$ cat config.mk
export PLATFORM = sky130hd
export DESIGN_NAME = periodic_task_scheduler_tick_flat
export DESIGN_NICKNAME = d
export VERILOG_FILES = /design/src/hw/rtl/pts_pkg.sv /design/src/hw/rtl/pts_if.sv /design/src/hw/rtl/pts_lane.sv /design/src/hw/rtl/pts_pick.sv /design/src/hw/rtl/periodic_task_scheduler_tick.sv /design/src/flat_wrapper.sv
export SDC_FILE = /design/constraint.sdc
export NUM_CORES = 2
export LEC_CHECK = 0
export BUFFER_PORTS_ARGS = -buffer_cell sky130_fd_sc_hd__buf_2
export CAP_MARGIN = 40
export CORE_ASPECT_RATIO = 2
export CORE_MARGIN = 5
export CORE_UTILIZATION = 55
export CTS_BUF_LIST = sky130_fd_sc_hd__clkbuf_4
export CTS_CLUSTER_DIAMETER = 50
export DETAILED_ROUTE_END_ITERATION = 10
export PLACE_DENSITY = 0.71
export SYNTH_ARGS = -nofsm -noshare
export SYNTH_HDL_FRONTEND = slang
export SYNTH_SLANG_ARGS = --single-unit
$ cat constraint.sdc
create_clock -name clk -period 21.8 [get_ports clk]
set_input_delay 2.18 -clock clk [delete_from_list [all_inputs] [get_ports clk]]
set_output_delay 2.18 -clock clk [all_outputs]
set_load 0.05 [all_outputs]
$ cat src/hw/rtl/pts_pkg.sv
// Package for the periodic task scheduler: widths, defaults and codes.
// No dependencies; the scheduler's interfaces, modules and checker depend on it.
`default_nettype none

package pts_pkg;

  localparam int unsigned TASKS_DEF      = 6;
  localparam int unsigned TIME_BITS_DEF  = 8;
  localparam int unsigned CYCLE_BITS_DEF = 16;

  localparam int unsigned MODE_W      = 2;
  localparam int unsigned CNT_W       = 3;
  localparam int unsigned CFG_IDX_W   = 4;
  localparam int unsigned CFG_DATA_W  = 48;
  localparam int unsigned OUT_CYCLE_W = 16;
  localparam int unsigned OUT_TASK_W  = 3;

  localparam logic [MODE_W-1:0]     MODE_RESET    = '0;
  localparam logic [CNT_W-1:0]      COUNT_RESET   = 3'd6;
  localparam logic [CFG_DATA_W-1:0] PERIOD_RESET  = 48'h0101_0101_0101;
  localparam logic [CFG_DATA_W-1:0] COMPUTE_RESET = '0;

  typedef enum logic [MODE_W-1:0] {
    MODE_RM  = 2'd0,
    MODE_EDF = 2'd1,
    MODE_LLF = 2'd2
  } mode_t;

  typedef enum logic [CFG_IDX_W-1:0] {
    REG_MODE    = 4'd0,
    REG_COUNT   = 4'd1,
    REG_PERIOD  = 4'd2,
    REG_COMPUTE = 4'd3
  } reg_idx_t;

  // Per-task status handed from a lane to the top level.
  typedef struct packed {
    logic miss;  // released while a started job is unfinished
    logic rdy;   // ready flag after this tick's release
    logic cand;  // task in use and ready, may be picked
  } lane_flags_t;

endpackage

`default_nettype wire

$ cat src/hw/rtl/pts_if.sv
// Handshake channels of the periodic task scheduler: tick input, result
// output and register write port. Depends on pts_pkg.
`default_nettype none

interface pts_in_if;
  logic valid;
  logic ready;
  logic restart;
  modport source (output valid, output restart, input ready);
  modport sink   (input valid, input restart, output ready);
endinterface

interface pts_out_if;
  logic                           valid;
  logic                           ready;
  logic [pts_pkg::OUT_CYCLE_W-1:0] cycle_index;
  logic [pts_pkg::OUT_TASK_W-1:0]  task_run;
  logic                           ran_flag;
  logic                           deadline_missed;
  modport source (output valid, output cycle_index, output task_run,
                  output ran_flag, output deadline_missed, input ready);
  modport sink   (input valid, input cycle_index, input task_run,
                  input ran_flag, input deadline_missed, output ready);
endinterface

interface pts_cfg_if;
  logic                           valid;
  logic                           ready;
  logic [pts_pkg::CFG_IDX_W-1:0]  index;
  logic [pts_pkg::CFG_DATA_W-1:0] data;
  modport source (output valid, output index, output data, input ready);
  modport sink   (input valid, input index, input data, output ready);
endinterface

`default_nettype wire

$ cat src/hw/rtl/pts_lane.sv
// One task's release, deadline-miss check and scheduling key for one tick.
// Purely combinational; depends on pts_pkg.
`default_nettype none

module pts_lane #(
  parameter int unsigned TIME_BITS  = pts_pkg::TIME_BITS_DEF,
  parameter int unsigned CYCLE_BITS = pts_pkg::CYCLE_BITS_DEF,
  parameter int unsigned KEY_W      = ((TIME_BITS > CYCLE_BITS) ? TIME_BITS : CYCLE_BITS) + 2
) (
  input  wire logic                         clr,
  input  wire logic                         in_use,
  input  wire logic [pts_pkg::MODE_W-1:0]   mode,
  input  wire logic [CYCLE_BITS-1:0]        now,
  input  wire logic [TIME_BITS-1:0]         per_raw,
  input  wire logic [TIME_BITS-1:0]         ct,
  input  wire logic [TIME_BITS-1:0]         rw_r,
  input  wire logic                         rdy_r,
  input  wire logic [TIME_BITS-1:0]         cd_r,
  input  wire logic [CYCLE_BITS-1:0]        dl_r,
  output pts_pkg::lane_flags_t              flags,
  output logic [TIME_BITS-1:0]              rw_rel,
  output logic [TIME_BITS-1:0]              cd_nxt,
  output logic [CYCLE_BITS-1:0]             dl_nxt,
  output logic signed [KEY_W-1:0]           key
);
  import pts_pkg::*;

  localparam int unsigned W = KEY_W - 2;

  logic [TIME_BITS-1:0]  rw_e, cd_e, per;
  logic [CYCLE_BITS-1:0] dl_e, per_c, ahead;
  logic [W-1:0]          per_w, ahead_w, rw_w;
  logic                  rdy_e, rel;

  // A restart tick sees all task state as cleared.
  assign rw_e  = clr ? '0 : rw_r;
  assign cd_e  = clr ? '0 : cd_r;
  assign dl_e  = clr ? '0 : dl_r;
  assign rdy_e = clr ? 1'b0 : rdy_r;

  // A zero period behaves as a period of one.
  assign per   = (per_raw == '0) ? {{(TIME_BITS-1){1'b0}}, 1'b1} : per_raw;
  assign per_w = W'(per);
  assign per_c = per_w[CYCLE_BITS-1:0];

  assign rel    = in_use && (cd_e == '0);
  assign rw_rel = (rel && (rw_e == '0)) ? ct : rw_e;
  assign cd_nxt = rel ? (per - 1'b1) : (in_use ? (cd_e - 1'b1) : cd_e);
  assign dl_nxt = rel ? (now + per_c) : dl_e;

  // Distance to the deadline; for a fresh release it is the period itself.
  assign ahead   = rel ? per_c : (dl_e - now);
  assign ahead_w = W'(ahead);
  assign rw_w    = W'(rw_rel);

  assign flags.miss = rel && (rw_e != '0) && (rw_e < ct);
  assign flags.rdy  = rdy_e || rel;
  assign flags.cand = in_use && (rdy_e || rel);

  always_comb begin
    unique case (mode)
      MODE_EDF: key = $signed({2'b00, ahead_w});
      MODE_LLF: key = $signed({2'b00, ahead_w}) - $signed({2'b00, rw_w});
      default:  key = $signed({2'b00, per_w});
    endcase
  end

endmodule

`default_nettype wire

$ cat src/hw/rtl/pts_pick.sv
// Picks the candidate task with the smallest key, lowest index on ties.
// Purely combinational; depends on pts_pkg for defaults.
`default_nettype none

module pts_pick #(
  parameter int unsigned TASKS = pts_pkg::TASKS_DEF,
  parameter int unsigned KEY_W = pts_pkg::CYCLE_BITS_DEF + 2,
  parameter int unsigned IDX_W = (TASKS > 1) ? $clog2(TASKS) : 1
) (
  input  wire logic [TASKS-1:0]        cand,
  input  wire logic signed [KEY_W-1:0] key [TASKS],
  output logic                         found,
  output logic [IDX_W-1:0]             best
);

  logic signed [KEY_W-1:0] best_key;

  always_comb begin
    found    = 1'b0;
    best     = '0;
    best_key = '0;
    for (int i = 0; i < TASKS; i++) begin
      if (cand[i] && (!found || (key[i] < best_key))) begin
        found    = 1'b1;
        best     = IDX_W'(i);
        best_key = key[i];
      end
    end
  end

endmodule

`default_nettype wire

$ cat src/hw/rtl/periodic_task_scheduler_tick.sv
// Periodic task scheduler, one tick per input transaction. Each accepted
// transaction is one time tick for up to TASKS periodic tasks and yields
// exactly one result transaction: the tick's cycle number, the task that
// ran one unit of work (if any) and the sticky deadline-miss flag. A new
// tick is accepted every clock cycle while the output side is not stalled.
// A result passes from the input register to the result register, where it
// is held while the output side is stalled. The rate is set by the per-tick
// state update loop: release, miss check, pick and retire all settle
// combinationally from the input register into the task state and the
// result register. Registers are to be written through the configuration
// port only while the block is idle; the block does not enforce this, and
// the port is always ready. Register 0 is the mode (0 rate monotonic,
// 1 earliest deadline, 2 least laxity, 3 acts as rate monotonic),
// register 1 the number of tasks in use, registers 2 and 3 the packed
// periods and compute times, TIME_BITS per task. There is no clearing pass
// after reset.
// Depends on pts_pkg, pts_if, pts_lane and pts_pick.
`default_nettype none

module periodic_task_scheduler_tick #(
  parameter int unsigned TASKS      = pts_pkg::TASKS_DEF,
  parameter int unsigned TIME_BITS  = pts_pkg::TIME_BITS_DEF,
  parameter int unsigned CYCLE_BITS = pts_pkg::CYCLE_BITS_DEF
) (
  input wire logic    clk,
  input wire logic    rst_n,
  pts_cfg_if.sink     cfg_if,
  pts_in_if.sink      in_if,
  pts_out_if.source   out_if
);
  import pts_pkg::*;

  localparam int unsigned W     = (TIME_BITS > CYCLE_BITS) ? TIME_BITS : CYCLE_BITS;
  localparam int unsigned KEY_W = W + 2;
  localparam int unsigned IDX_W = (TASKS > 1) ? $clog2(TASKS) : 1;
  localparam int unsigned TBL_W = TASKS * TIME_BITS;

  // Configuration registers. Table writes are zero extended and cut to the
  // stored width, so fields beyond the write data read as zero.
  logic [MODE_W-1:0] mode_r;
  logic [CNT_W-1:0]  count_r;
  logic [TBL_W-1:0]  period_r, compute_r;
  logic [TBL_W+CFG_DATA_W-1:0] cfg_ext, period_rst_ext;

  assign cfg_ext        = {{TBL_W{1'b0}}, cfg_if.data};
  assign period_rst_ext = {{TBL_W{1'b0}}, PERIOD_RESET};
  assign cfg_if.ready   = 1'b1;

  // Handshake: an input register feeds the single compute pass, and the
  // result register decouples the output side. The pass fires whenever an
  // input tick is held and the result register is free or being drained.
  logic in_vld_r, in_restart_r, out_vld_r, fire;

  assign fire        = in_vld_r && (!out_vld_r || out_if.ready);
  assign in_if.ready = !in_vld_r || fire;

  // Task state, one entry per task, each read only by its own lane.
  logic [TIME_BITS-1:0]  rw_r  [TASKS];
  logic                  rdy_r [TASKS];
  logic [TIME_BITS-1:0]  cd_r  [TASKS];
  logic [CYCLE_BITS-1:0] dl_r  [TASKS];
  logic [CYCLE_BITS-1:0] cycle_r;
  logic                  halted_r;

  // Restart clears the state before this tick is handled as cycle zero.
  logic [CYCLE_BITS-1:0] now;
  logic                  halt_e;

  assign now    = in_restart_r ? '0 : cycle_r;
  assign halt_e = in_restart_r ? 1'b0 : halted_r;

  lane_flags_t             flags  [TASKS];
  logic [TIME_BITS-1:0]    rw_rel [TASKS];
  logic [TIME_BITS-1:0]    rw_nxt [TASKS];
  logic                    rdy_nxt[TASKS];
  logic [TIME_BITS-1:0]    cd_nxt [TASKS];
  logic [CYCLE_BITS-1:0]   dl_nxt [TASKS];
  logic signed [KEY_W-1:0] key    [TASKS];
  logic [TASKS-1:0]        cand, miss_vec, ran_vec;
  logic                    found;
  logic [IDX_W-1:0]        best;

  for (genvar i = 0; i < TASKS; i++) begin : g_lane
    logic in_use, run;

    // Tasks at or above the configured count are frozen and never picked.
    assign in_use = 32'(i) < 32'(count_r);

    pts_lane #(
      .TIME_BITS  (TIME_BITS),
      .CYCLE_BITS (CYCLE_BITS),
      .KEY_W      (KEY_W)
    ) u_lane (
      .clr     (in_restart_r),
      .in_use  (in_use),
      .mode    (mode_r),
      .now     (now),
      .per_raw (period_r[i*TIME_BITS +: TIME_BITS]),
      .ct      (compute_r[i*TIME_BITS +: TIME_BITS]),
      .rw_r    (rw_r[i]),
      .rdy_r   (rdy_r[i]),
      .cd_r    (cd_r[i]),
      .dl_r    (dl_r[i]),
      .flags   (flags[i]),
      .rw_rel  (rw_rel[i]),
      .cd_nxt  (cd_nxt[i]),
      .dl_nxt  (dl_nxt[i]),
      .key     (key[i])
    );

    assign cand[i]     = flags[i].cand;
    assign miss_vec[i] = flags[i].miss;

    // The picked task runs one unit if it has work; if its work is then
    // exhausted (including a zero compute time), it is retired this tick.
    assign run        = found && (best == IDX_W'(i));
    assign ran_vec[i] = run && (rw_rel[i] != '0);
    assign rw_nxt[i]  = ran_vec[i] ? (rw_rel[i] - 1'b1) : rw_rel[i];
    assign rdy_nxt[i] = (run && (rw_nxt[i] == '0)) ? 1'b0 : flags[i].rdy;
  end

  pts_pick #(
    .TASKS (TASKS),
    .KEY_W (KEY_W),
    .IDX_W (IDX_W)
  ) u_pick (
    .cand  (cand),
    .key   (key),
    .found (found),
    .best  (best)
  );

  // A miss raised on this tick halts the schedule at once: no task runs and
  // the cycle counter holds. The rest of the task state does not matter
  // while halted, since only a restart (which clears it) leaves that state.
  logic any_miss, stop, ran;

  assign any_miss = |miss_vec;
  assign stop     = halt_e || any_miss;
  assign ran      = !stop && (|ran_vec);

  always_ff @(posedge clk) begin
    if (!rst_n) begin
      in_vld_r  <= 1'b0;
      out_vld_r <= 1'b0;
      mode_r    <= MODE_RESET;
      count_r   <= COUNT_RESET;
      period_r  <= period_rst_ext[TBL_W-1:0];
      compute_r <= TBL_W'(COMPUTE_RESET);
      cycle_r   <= '0;
      halted_r  <= 1'b0;
      for (int i = 0; i < TASKS; i++) begin
        rw_r[i]  <= '0;
        rdy_r[i] <= 1'b0;
        cd_r[i]  <= '0;
        dl_r[i]  <= '0;
      end
    end else begin
      if (in_if.valid && in_if.ready) begin
        in_vld_r <= 1'b1;
      end else if (fire) begin
        in_vld_r <= 1'b0;
      end

      if (fire) begin
        out_vld_r <= 1'b1;
      end else if (out_if.ready) begin
        out_vld_r <= 1'b0;
      end

      if (cfg_if.valid && cfg_if.ready) begin
        unique case (cfg_if.index)
          REG_MODE:    mode_r    <= cfg_if.data[MODE_W-1:0];
          REG_COUNT:   count_r   <= cfg_if.data[CNT_W-1:0];
          REG_PERIOD:  period_r  <= cfg_ext[TBL_W-1:0];
          REG_COMPUTE: compute_r <= cfg_ext[TBL_W-1:0];
          default: ;
        endcase
      end

      if (fire) begin
        halted_r <= stop;
        if (!stop) begin
          cycle_r <= now + 1'b1;
          for (int i = 0; i < TASKS; i++) begin
            rw_r[i]  <= rw_nxt[i];
            rdy_r[i] <= rdy_nxt[i];
            cd_r[i]  <= cd_nxt[i];
            dl_r[i]  <= dl_nxt[i];
          end
        end
      end
    end
  end

  // Payload registers carry no reset.
  logic [OUT_CYCLE_W-1:0] out_cycle_r;
  logic [OUT_TASK_W-1:0]  out_task_r;
  logic                   out_ran_r, out_miss_r;

  always_ff @(posedge clk) begin
    if (in_if.valid && in_if.ready) begin
      in_restart_r <= in_if.restart;
    end
    if (fire) begin
      out_cycle_r <= OUT_CYCLE_W'(now);
      out_task_r  <= ran ? OUT_TASK_W'(best) : '0;
      out_ran_r   <= ran;
      out_miss_r  <= stop;
    end
  end

  assign out_if.valid           = out_vld_r;
  assign out_if.cycle_index     = out_cycle_r;
  assign out_if.task_run        = out_task_r;
  assign out_if.ran_flag        = out_ran_r;
  assign out_if.deadline_missed = out_miss_r;

endmodule

`default_nettype wire

$ cat src/flat_wrapper.sv
// flat-port wrapper written by rule: the top's interface ports become plain ports
module periodic_task_scheduler_tick_flat import pts_pkg::*;
#(
  parameter int unsigned TASKS      = pts_pkg::TASKS_DEF,
  parameter int unsigned TIME_BITS  = pts_pkg::TIME_BITS_DEF,
  parameter int unsigned CYCLE_BITS = pts_pkg::CYCLE_BITS_DEF
)
  (clk, rst_n, cfg_if_valid, cfg_if_index, cfg_if_data, cfg_if_ready, in_if_valid, in_if_restart, in_if_ready, out_if_valid, out_if_cycle_index, out_if_task_run, out_if_ran_flag, out_if_deadline_missed, out_if_ready);
  pts_cfg_if cfg_if_i ();
  pts_in_if in_if_i ();
  pts_out_if out_if_i ();
  input wire logic clk;
  input wire logic rst_n;
  input wire logic [$bits(cfg_if_i.valid)-1:0] cfg_if_valid;
  input wire logic [$bits(cfg_if_i.index)-1:0] cfg_if_index;
  input wire logic [$bits(cfg_if_i.data)-1:0] cfg_if_data;
  output wire logic [$bits(cfg_if_i.ready)-1:0] cfg_if_ready;
  input wire logic [$bits(in_if_i.valid)-1:0] in_if_valid;
  input wire logic [$bits(in_if_i.restart)-1:0] in_if_restart;
  output wire logic [$bits(in_if_i.ready)-1:0] in_if_ready;
  output wire logic [$bits(out_if_i.valid)-1:0] out_if_valid;
  output wire logic [$bits(out_if_i.cycle_index)-1:0] out_if_cycle_index;
  output wire logic [$bits(out_if_i.task_run)-1:0] out_if_task_run;
  output wire logic [$bits(out_if_i.ran_flag)-1:0] out_if_ran_flag;
  output wire logic [$bits(out_if_i.deadline_missed)-1:0] out_if_deadline_missed;
  input wire logic [$bits(out_if_i.ready)-1:0] out_if_ready;
  assign cfg_if_i.valid = cfg_if_valid;
  assign cfg_if_i.index = cfg_if_index;
  assign cfg_if_i.data = cfg_if_data;
  assign cfg_if_ready = cfg_if_i.ready;
  assign in_if_i.valid = in_if_valid;
  assign in_if_i.restart = in_if_restart;
  assign in_if_ready = in_if_i.ready;
  assign out_if_valid = out_if_i.valid;
  assign out_if_cycle_index = out_if_i.cycle_index;
  assign out_if_task_run = out_if_i.task_run;
  assign out_if_ran_flag = out_if_i.ran_flag;
  assign out_if_deadline_missed = out_if_i.deadline_missed;
  assign out_if_i.ready = out_if_ready;
  periodic_task_scheduler_tick #(.TASKS(TASKS), .TIME_BITS(TIME_BITS), .CYCLE_BITS(CYCLE_BITS)) u_core (.clk(clk), .rst_n(rst_n), .cfg_if(cfg_if_i), .in_if(in_if_i), .out_if(out_if_i));
endmodule
Yosys cells after proc, flatten, opt, wreduce, memory -nomap -nowiden
Memory sizes are Yosys's and may differ from the RTL's.
Cells that the tools add are included.

storage, ports and cells
  register bits after elaboration = 142
  bits in writable memories = 198
  bits of input ports = 58
  output and inout port bits = 24
  logic and storage cells = 360
  memories = 4

cells by class
  $add $sub $neg = 37
  magnitude comparators = 17
  eq/ne operators = 10
  mux-type cells = 129
  bitwise operators = 25
  reduce and logical (&&, ||, !) cells = 125

memories
  memory        depth  width  rd ports  clocked after Yosys merged registers in  wr ports  line                                text
  u_core.dl_r   6      16     6         0                                        6         periodic_task_scheduler_tick.sv:61  logic [CYCLE_BITS-1:0] dl_r [TASKS];
  u_core.cd_r   6      8      6         0                                        6         periodic_task_scheduler_tick.sv:60  logic [TIME_BITS-1:0] cd_r [TASKS];
  u_core.rw_r   6      8      6         0                                        6         periodic_task_scheduler_tick.sv:58  logic [TIME_BITS-1:0] rw_r [TASKS];
  u_core.rdy_r  6      1      6         0                                        6         periodic_task_scheduler_tick.sv:59  logic rdy_r [TASKS];

operators with widths
  kind                     count
  $mux W8                  54
  $mux W16                 25
  $pmux W18 S2             6
  $logic_not A8 Y1         24
  $sub A8 B1 Y8 const B    18
  $sub A16 B8 Y17          6
  $add A16 B8 Y16          6
  $reduce_bool A8 Y1       12
  $sub A16 B16 Y16         6
  $lt A18 B18 Y1           5
  $mux W18                 5
  $logic_and A1 B1 Y1      56
  $lt A8 B8 Y1             6
  $mux W1                  35
  $or A1 B1 Y1             24
  $add A16 B1 Y16 const B  1
  $logic_or A1 B1 Y1       14
  $mux W3                  4
  $reduce_or A6 Y1         2
  $reduce_and A2 Y1        5
  $eq A4 B2 Y1 const B     2
  $logic_not A1 Y1         8
  $eq A3 B2 Y1 const B     2
  $eq A3 B3 Y1 const B     2
  other kinds (11)         15

Logic depth before layout (Yosys ltp)
An unclocked memory read counts as a cell.

  depth in word-level cells = 37
  gate-level depth with buffers = 104

Cells and area by module
Synthesis repeated with hierarchy kept, for this count alone.

unflattened totals
  cell total of the unflattened synthesis = 4660
  area total of the unflattened synthesis = 36754.0 µm²

modules (own cells, without submodules)
  module                                   instances  cells an instance  area each (µm²)  seq. area each (µm²)
  periodic_task_scheduler_tick             1          1254               14253.7          8958.6
  pts_lane at u_core.g_lane[2].u_lane ...  2          471                3055.4           0.0
  pts_pick                                 1          470                3575.9           0.0
  pts_lane at u_core.g_lane[0].u_lane      1          512                3349.5           0.0
  pts_lane at u_core.g_lane[5].u_lane      1          502                3200.6           0.0
  pts_lane at u_core.g_lane[1].u_lane      1          489                3134.3           0.0
  pts_lane at u_core.g_lane[4].u_lane      1          491                3129.3           0.0

Least setup slack after synthesis
No wires, ideal clock.

  path kind = reg-to-reg
  start = register u_core.in_restart_r
  end = memory u_core.rdy_r[5], data pin
  setup time = 0.254 ns
  data arrival time = 19.213 ns
  data required time = 21.546 ns
  setup slack = 2.332 ns
  cell stages (with the launch flop) = 96
  cell sequence = edfxtp_1 > buf_6 > buf_6 > buf_4 > buf_4 > buf_2 > buf_2 > buf_4 > clkbuf_1 > clkbuf_1 > buf_2 > buf_2 > buf_1 > nor2b_1 > ha_1 > fa_1 > a21oi_1 > o22ai_1 > [... 60 more ...] > a21oi_1 > ha_1 > a21o_1 > a21o_1 > a21o_1 > a21o_1 > a21o_1 > a21oi_1 > nand4b_1 > a2111oi_0 > mux2i_1 > a211oi_1 > buf_4 > and2_2 > buf_4 > mux2i_1 > o2111ai_1 > o21a_1

RTL lines
  what                      line                                 text
  start: declaration        periodic_task_scheduler_tick.sv:52   logic in_vld_r, in_restart_r, out_vld_r, fire;
  start signal: assignment  periodic_task_scheduler_tick.sv:203  in_restart_r <= in_if.restart;
  end: declaration          periodic_task_scheduler_tick.sv:59

Worst setup path in the final report
  start = register u_core.in_restart_r
  end = register u_core.out_ran_r, in the netlist u_core.out_if.ran_flag, data pin

on the way
  word-level cells in the longest chain between the ends = 33

ends and longest elaborated chain
  what                                                     line                                 text
  branches (longest 32 deep; another with $lt A18 B18 Y1)  n/a
  $logic_and A1 B1 Y1 (*)                                  periodic_task_scheduler_tick.sv:140  assign ran = !stop && (|ran_vec);
  via u_core.ran                                           periodic_task_scheduler_tick.sv:136  logic any_miss, stop, ran;
  end signal: assignment                                   periodic_task_scheduler_tick.sv:208  out_ran_r <= ran;
  end: declaration                                         periodic_task_scheduler_tick.sv:199  logic out_ran_r, out_miss_r;

Mark *: on every way through the listed nets, which the timed path passes.
A chain may end at the register's enable or synchronous reset.

==> out/qor.yml <==
yosys:
  ys_types: 112
  synth-seq-cells: 340
  ys_warn_count: 0
  async_flop_share: 0
  synthFlopType: "edfxtp_1"
  syn-num-nets: 4898
  syn_area_per_cell_um2: 7.76
  synth-seq-area-share: 0.254
  syn_inst: 4537
  netlist_area_um2: 35200
  synth-edff-count: 215
timing:
  tns_ps: 0
  rsz0062_at_grt: "no"
  finalCritPeriodShare: 0.913
  slew_violations: 0
  final_hold_viol_count: 0
  min_period_ps: 19900
  relSlewSlack: 0.352
  worst_hold_slack_ps: 483
  setup_viol: 0
  worst_pin_slew_ps: 969
  finClkSkew_ps: 77.4
  max_clock_freq_mhz: 50.2
clock_network:
  cts_hold_repair.buffers: 0
  path_clk_slew_ps: 80
  postCtsSetupBuffers: 0
  clk_path_buf_depth: 3
  cts_tree: "built"
  cts_sinks: 340
  cts_resized: 0
  cts_buffers: 85
  clock_latency_ps: 990
  ctsHtreeMaxLevel: 3
  root_buffer: "clkbuf_4"
final_layout:
  syn2layout_area_growth_pct: 6.53
  drive_gt1_frac: 0.0894
  final_cell_mix: "nand2_1 (557), nor2_1 (422), a21oi_1 (338)"
  final_area_um2: 37500
  final_common_cell: "nand2_1"
  fillers: 6075
  nets: 4879
routing:
  first_pass_iters: 6
  vias: 35280
  drc: 0
  routed_wl_um: 136000
  drt_iter0_drc: 3388
  postRouteAntennaNets: 0
  wire_per_inst_um: 25.3
  vias_per_cell: 6.55
hold_path:
  holdCritPathClass: "reg2reg"
setup_path:
  required_ps: 22490
  path_class: "reg2reg"
  endpoint_kind: "register"
  worstPathArrival_ps: 20590
  cpMaxStageDelayCell: "edfxtp_1"
  crit_path_start_kind: "register"
  timing.critical_path.mode_cell: "a21o_1"
  slowest_delay_ps: 810
  cp_max_fo: 22
power:
  combPwrFrac: 0.400
  switching_share: 0.410
  p_leak_nw: 14.6
  pwr-share-seq: 0.339
  clockPowerShare: 0.261
  peakVddDrop_mv: 0.0542
  p_per_area_nw_per_um2: 60.0
  intPower_w: 0.00133
  switchingPower_w: 0.000922
global_route:
  overflow: 0
  grt_antenna_before_repair: 5
  grt_pass1_wl_um: 203000
  grt_max_degree: 94
  grt_usage: 0.379
  first_global_vias: 34013
place:
  hpwlAfterDp_um: 103000
  gp_congestion: 1.08
  io_buffers: 80
  postPlaceCellArea_um2: 36400
die:
  initial_core_util: 0.554
  io-pin-count: 82
  fp.dieW_um: 189
  dieHeight_um: 368
  coreArea_um2: 63600
  rows: 131
  die_area_um2: 69500
run:
  cap_violations: 0
outcome:
  status: "finished, final reports clean"
## through the flow
step	cells	util	power (W)	worst slack (ps)
finish	5390	0.590	0.00225	1900
global route	5389	0.590	0.00237	614
CTS	5386	0.590	0.00224	2280
detailed placement	5229	0.572	0.00165	2330
global placement	5210	0.568	0.00163	2010
floorplan	4537	-	0.00142	2330
## layout make-up
| class | instances | area (um^2) | share of cell area |
|---|---|---|---|
| Sequential cell | 340 | 8960 | 0.239 |
| Inverter | 214 | 806 | 0.0215 |
| Multi-Input combinational cell | 3706 | 24400 | 0.651 |
| Timing Repair Buffer | 171 | 1230 | 0.0327 |
| Clock buffer | 128 | 961 | 0.0256 |
| Tap cell | 798 | 998 | 0.0266 |
| Antenna cell | 4 | 10.0 | 0.000267 |
| Clock inverter | 29 | 153 | 0.00407 |
## routing by layer
| metal | track usage | vias to the layer above | share of wire |
|---|---|---|---|
| met5 | 0 | - | 0 |
| met4 | 0.346 | 0 | 0.11 |
| met3 | 0.0611 | 622 | 0.069 |
| met2 | 0.632 | 1719 | 0.47 |
| met1 | 0.407 | 16574 | 0.35 |
| li1 | - | 16365 | - |
## path summary, 6_finish.rpt
path / depth (start not counted) / start / to / slack, ps
setup / recovery: 79 / u_core.in_restart_r$_DFFE_PP_ / u_core.out_if.ran_flag$_DFFE_PP_ / 1900
hold / removal: 2 / u_core.halted_r$_SDFFE_PN0P_ / u_core.halted_r$_SDFFE_PN0P_ / 480
setup reg to reg: 79 / u_core.in_restart_r$_DFFE_PP_ / u_core.out_if.ran_flag$_DFFE_PP_ / 1900
hold reg to reg: 2 / u_core.halted_r$_SDFFE_PN0P_ / u_core.halted_r$_SDFFE_PN0P_ / 480
## Yosys cell counts, types with 37 or more instances
| cell type | count | area [um^2] |
|---|---|---|
| o21a_1 | 55 | 413 |
| nor2_1 | 424 | 1590 |
| nand2b_1 | 57 | 357 |
| xnor2_1 | 227 | 1990 |
| and3_1 | 43 | 269 |
| nor3_1 | 107 | 536 |
| a21oi_1 | 338 | 1690 |
| o21ai_0 | 201 | 1010 |
| nand4_1 | 47 | 294 |
| a21boi_0 | 117 | 878 |
| and2_1 | 37 | 231 |
| inv_1 | 203 | 762 |
| a31oi_1 | 55 | 344 |
| xor2_1 | 90 | 788 |
| a21o_1 | 102 | 766 |
| a211oi_1 | 90 | 676 |
| dfxtp_1 | 125 | 2500 |
| mux2i_1 | 42 | 420 |
| nand3_1 | 105 | 526 |
| ha_1 | 295 | 3690 |
| edfxtp_1 | 215 | 6460 |
| clkbuf_1 | 208 | 781 |
| o211ai_1 | 42 | 315 |
| nand2_1 | 560 | 2100 |
| nor2b_1 | 167 | 1040 |
## flip-flops by register name (all words and copies together) (netlist names)
register and count:
u_core.halted_r 1, u_core.rdy_r 6, u_core.cycle_r 16, u_core.cd_r 48, u_core.period_r 48, u_core.out_if.ran_flag 1
u_core.out_if.cycle_index 16, u_core.dl_r 96, u_core.in_vld_r 1, u_core.out_if.task_run 3, u_core.mode_r 2, u_core.out_if.deadline_missed 1
u_core.in_restart_r 1, u_core.out_if.valid 1, u_core.count_r 3, u_core.rw_r 48, u_core.compute_r 48
## critical path, delay by kind of cell (launching register included)
kind | cells | cell delay, ps
buffers and inverters | 8 | 1610
adders and majority gates | 8 | 2570
AOI/OAI and AO/OA | 35 | 8460
DFF | 1 | 810
xor gates and xnor gates | 2 | 380
muxes | 3 | 720
and+or+nand+nor | 23 | 5010
## power groups by stage
stage	clock (W)	sequential (W)	combinational, W
2_1_floorplan	0	0.000776	0.000642
3_3_place_gp	0	0.000774	0.000861
3_5_place_dp	0	0.000774	0.000875
4_1_cts	0.000601	0.000760	0.000881
5_1_grt	0.000632	0.000765	0.000970
6_report	0.000588	0.000762	0.000900
## logic make-up after synthesis
| group | Yosys count | synth area share |
|---|---|---|
| adder cells (fa/ha/maj) | 337 | 0.119 |
| flip-flops | 340 | 0.254 |
| multiplexers | 57 | 0.0167 |
| AO/OA/AOI/OAI | 1290 | 0.245 |
| buffers and inverters | 491 | 0.0548 |
| XOR/XNOR | 317 | 0.0788 |
| AND/OR/NAND/NOR | 1704 | 0.232 |
| other | 1 | 0.000106 |
Power figures use the tool's default switching activity.
